### config.mk
export PLATFORM = sky130hd
export DESIGN_NAME = rcbe_ctrl
export DESIGN_NICKNAME = d
export VERILOG_FILES = /design/src/rtl/rcbe_pkg.sv /design/src/rtl/rcbe_ctrl.sv
export SDC_FILE = /design/constraint.sdc
export NUM_CORES = 1
export LEC_CHECK = 0
export BUFFER_PORTS_ARGS = -buffer_cell sky130_fd_sc_hd__buf_4
export CAP_MARGIN = 25
export CORE_AREA = 2 2 39 41
export CTS_BUF_LIST = sky130_fd_sc_hd__clkbuf_2
export DETAILED_ROUTE_END_ITERATION = 10
export DIE_AREA = 0 0 41 43
export MAX_ROUTING_LAYER = met4
export SYNTH_ARGS = -nofsm -noshare
export SYNTH_HDL_FRONTEND = slang
export SYNTH_SLANG_ARGS = --single-unit
### constraint.sdc
create_clock -name clk -period 3.8 [get_ports clk]
set_input_delay 0.38 -clock clk [delete_from_list [all_inputs] [get_ports clk]]
set_output_delay 0.38 -clock clk [all_outputs]
set_load 0.01 [all_outputs]
### src/rtl/rcbe_pkg.sv
// shared types and constants for the recompute cost block evictor
package rcbe_pkg;

	localparam int unsigned ENTRIES_DEFAULT = 256;
	localparam int unsigned TIME_BITS_DEFAULT = 32;
	localparam int unsigned ID_W = 64;
	localparam int unsigned COST_W = 32;
	localparam int unsigned LOGC_W = 16;
	localparam int unsigned REG_W = 32;
	localparam int unsigned REQ_W = 3;
	localparam int unsigned CFG_IDX_W = 3;
	localparam logic [31:0] LIFESPAN_RESET = 32'd200000;
	localparam logic [61:0] PROD_CAP = {62{1'b1}};

	localparam logic [REQ_W-1:0] REQ_ACCESS = 3'd0;
	localparam logic [REQ_W-1:0] REQ_ADMIT = 3'd1;
	localparam logic [REQ_W-1:0] REQ_EVICT = 3'd2;
	localparam logic [REQ_W-1:0] REQ_REMOVE = 3'd3;
	localparam logic [REQ_W-1:0] REQ_SET_CLOCK = 3'd4;

	localparam logic [CFG_IDX_W-1:0] CFG_CLOCK_MODE = 3'd0;
	localparam logic [CFG_IDX_W-1:0] CFG_LIFESPAN = 3'd1;
	localparam logic [CFG_IDX_W-1:0] CFG_YOUNG_WEIGHT = 3'd2;
	localparam logic [CFG_IDX_W-1:0] CFG_OLD_WEIGHT = 3'd3;
	localparam logic [CFG_IDX_W-1:0] CFG_TURN_OFFSET = 3'd4;

	// controller to datapath
	typedef struct packed {
		logic load;       // capture request
		logic scan_start; // clear scan registers
		logic scan_step;  // visit one slot
		logic log_start;  // begin log2 of cost
		logic log_step;   // one squaring
		logic commit;     // apply request to table and build result
	} rcbe_cmd_t;

	// datapath to controller
	typedef struct packed {
		logic scan_done;
		logic log_done;
		logic [REQ_W-1:0] req_type;
	} rcbe_sts_t;

endpackage

### src/rtl/rcbe_ctrl.sv
// controller state machine for the evictor
module rcbe_ctrl (
	input  logic                    clk,
	input  logic                    arst_n,
	input  logic                    in_valid,
	output logic                    in_stall,
	output logic                    out_valid,
	input  logic                    out_stall,
	input  rcbe_pkg::rcbe_sts_t     sts,
	output rcbe_pkg::rcbe_cmd_t     cmd
);

	typedef enum logic [5:0] {
		ST_IDLE  = 6'b000001,
		ST_LOAD  = 6'b000010,
		ST_SCAN  = 6'b000100,
		ST_LOG   = 6'b001000,
		ST_APPLY = 6'b010000,
		ST_OUT   = 6'b100000
	} state_t;

	state_t state_q, state_d;

	always_comb begin
		state_d = state_q;
		cmd = '0;
		unique case (state_q)
			ST_IDLE: begin
				if (in_valid) begin
					cmd.load = 1'b1;
					state_d = ST_LOAD;
				end
			end
			ST_LOAD: begin
				cmd.scan_start = 1'b1;
				cmd.log_start = 1'b1;
				state_d = ST_SCAN;
			end
			ST_SCAN: begin
				cmd.scan_step = 1'b1;
				if (sts.scan_done) begin
					state_d = (sts.req_type == rcbe_pkg::REQ_ADMIT) ? ST_LOG : ST_APPLY;
				end
			end
			ST_LOG: begin
				cmd.log_step = 1'b1;
				if (sts.log_done) begin
					state_d = ST_APPLY;
				end
			end
			ST_APPLY: begin
				cmd.commit = 1'b1;
				state_d = ST_OUT;
			end
			ST_OUT: begin
				if (!out_stall) begin
					state_d = ST_IDLE;
				end
			end
			default: state_d = ST_IDLE;
		endcase
	end

	always_ff @(posedge clk or negedge arst_n) begin
		if (!arst_n) begin
			state_q <= ST_IDLE;
		end else begin
			state_q <= state_d;
		end
	end

	assign in_stall = (state_q != ST_IDLE);
	assign out_valid = (state_q == ST_OUT);

endmodule

==> metrics.md <==
| Metric | Value |
|---|---|
| Initial Util | `0.2731` |
| Largest net degree at the start of global routing | `8` |
| Drt wl/cell | `11.06 µm` |
| Synth Register Bits | `6` |
| Post-Syn Area | `377.9 µm²` |
| Post-route DRC | `0` |
| Most common cell after layout, fill and taps aside | `buf_4` |
| Clk sinks | `6` |
| Crit Path Category | `reg -> out` |
| CTS tree | `yes` |
| Clock slew at reported path FFs | `0.06 ns` |
| Sequential Area | `151.4 µm²` |
| Ratio of final minimum period to clock period | `0.5508` |
| Int Pwr | `0.2021 mW` |
| Total grt overflow | `0` |
| Maxcap violations | `0` |
| Nets | `73` |
| Core ar. | `0.001384 mm²` |
| H-tree levels | `1` |
| HPWL after DPL | `689 µm` |
| Sw power | `0.1210 mW` |
| Sw Share | `0.3744` |
| Total GRT Usage | `0.1250` |
| Utilization after layout | `0.3906` |
| RePlAce Congestion | `0.7331` |
| Outcome | `finished, final reports clean` |
| Yosys Warn Count | `0` |
| Maximum VDD drop | `0.0003172 V` |
| Sequential share of the synthesized area | `0.4007` |
| Layout cells sized above 1 | `0.4127` |
| Startpoint Class | `flip-flop` |
| Post-Syn Instances | `43` |
| Initial DRC Count | `10` |
| Largest Register | `state_q` |
| Least-Margin Pin Slew | `0.5835 ns` |
| Antenna violations before repair | `0` |
| Reg2Reg Depth | `3` |
| RSZ-0062 raised after global routing | `no` |
| Slew Viols, Final | `0` |
| Horiz. Die Dim | `41 µm` |
| Yosys top cell by area | `dfrtp_1` |
| Largest cells by area after synthesis | `dfrtp_1 33%, dfstp_2 7.0%, o32ai_1 4.6%` |
| Die ar. | `0.001763 mm²` |
| Fillers | `139` |
| Worst hold slack | `0.3062 ns` |
| Hold Path Cell Cnt | `2` |
| Worst rel slew slack | `0.6074` |
| Vias per cell | `5.038` |
| Max Buffers Root-to-Sink | `2` |
| Largest regs | `state_q: 6 flops` |
| Crit path DAT | `1.71 ns` |
| Flop pwr share | `0.329` |
| Setup_tns | `0 ns` |
| Gate power share | `0.504` |
| # resized after CTS | `0` |
| Count of cell types in the netlist | `24` |
| Peak fanout along the critical path | `6` |
| # port buffers | `16` |
| Global-route wire length before repair | `1.435 mm` |
| Power Density | `597.7 mW/mm²` |
| Die Ht | `43 µm` |
| R2R setup slack | `2.24 ns` |
| Min Clock Period, post-route | `2.093 ns` |
| Largest register FFs | `6` |
| Worst hold path type | `in -> reg` |
| Area of the multi-input gates | `203.9 µm²` |
| DRT Pass-1 Iters | `4` |
| Mean post-synth cell area | `8.787 µm²` |
| Vias post-DR | `398` |
| IO Count | `17` |
| Cts bufs inserted | `3` |
| CP required | `3.42 ns` |
| Worst-Skew Late Latency | `0.23 ns` |
| Routed Antenna Nets | `0` |
| Post-synth top area share | `0.3311` |
| Vias in the first global route | `347` |
| Commonest non-fill, non-tap cells in the layout | `16 x buf_4, 5 x dfrtp_1, 4 x inv_1, 4 x nor2_1, 4 x clkbuf_2` |
| Clk pwr share | `0.166` |
| Worst Clk Skew | `0.005657 ns` |
| Detailed Route WL | `874 µm` |
| CP Capture Type | `primary output` |
| Hold Fails Final Rpt | `0` |
| P_leak | `0.2972 nW` |
| Final setup violation count | `0` |
| Post-synth net total | `52` |
| Root Buffer Master | `clkbuf_2` |
| Synth-to-layout area growth | `43.05%` |
| Fmax | `0.4778 GHz` |
| Ant. Diodes | `0` |
| Row count | `14` |
power groups by stage:
stage	sequential, mW	combinational [mW]	clock, mW
finish	0.106	0.163	0.0537
global route	0.109	0.181	0.0603
CTS	0.106	0.164	0.0555
detailed placement	0.107	0.162	0
global placement	0.107	0.162	0
floorplan	0.101	0.114	0
stage by stage:
step | area, µm² | setup slack [ns] | cells | total power, mW
after floorplan | 377.9 | 2.015 | 43 | 0.2151
after global placement | 510.5 | 1.965 | 74 | 0.2690
after detailed placement | 510.5 | 1.948 | 74 | 0.2697
after CTS | 540.5 | 1.690 | 79 | 0.3253
after global routing | 540.5 | 1.579 | 79 | 0.3504
final | 540.5 | 1.707 | 79 | 0.3231
layout make-up:
type | count | share of cell area
clock buffers | 4 | 0.03704
multi-input cells | 32 | 0.3773
well taps | 16 | 0.03704
repair buffers | 17 | 0.2407
inverters | 4 | 0.02778
flip-flops and latches | 6 | 0.2801
worst max-delay path: stages, from the launching register on:
cell and delay [ns]:
dfrtp_1 0.43, or4_4 0.57, or2_4 0.28, nor2_1 0.09, buf_4 0.12
routing by layer:
metal	GRT usage	vias up	share of wire
li1	-	197	-
met4	0.06000	0	0
met1	0.1596	188	0.50
met5	-	-	0
met3	0.06283	0	0.057
met2	0.1594	13	0.45
cell usage after synthesis, drive strengths merged:
master,n
nand2,2
o21ai,1
o22ai,1
or3b,2
or2b,2
or4,2
a21o,1
nor4,1
dfrtp,5
and3,2
nor2b,2
nand3b,1
a21oi,3
nand3,2
o32ai,2
dfstp,1
inv,4
or2,1
o311a,1
nor2,4
buf,1
nor3,2
final timing paths:
kind                            start    endpoint
max                        state_q[5]      cmd[5]
min                          in_valid  state_q[0]
max reg2reg                state_q[1]  state_q[3]
min reg2reg                state_q[1]  state_q[4]
max in group asynchronous      arst_n  state_q[0]
min in group asynchronous      arst_n  state_q[1]
what timing repair did:
item | 4_1_cts | 5_1_grt
hold buffers | 1 | 0
buffers inserted | 0 | 0
hold endpoints to repair | 5 | 0
kinds of logic after synthesis:
kind of cell / synth area share
buffers and inverters: 0.05960
AO/OA/AOI/OAI: 0.1623
flip-flops: 0.4007
AND/OR/NAND/NOR: 0.3775
No activity file was read; power rests on OpenSTA's default activity.
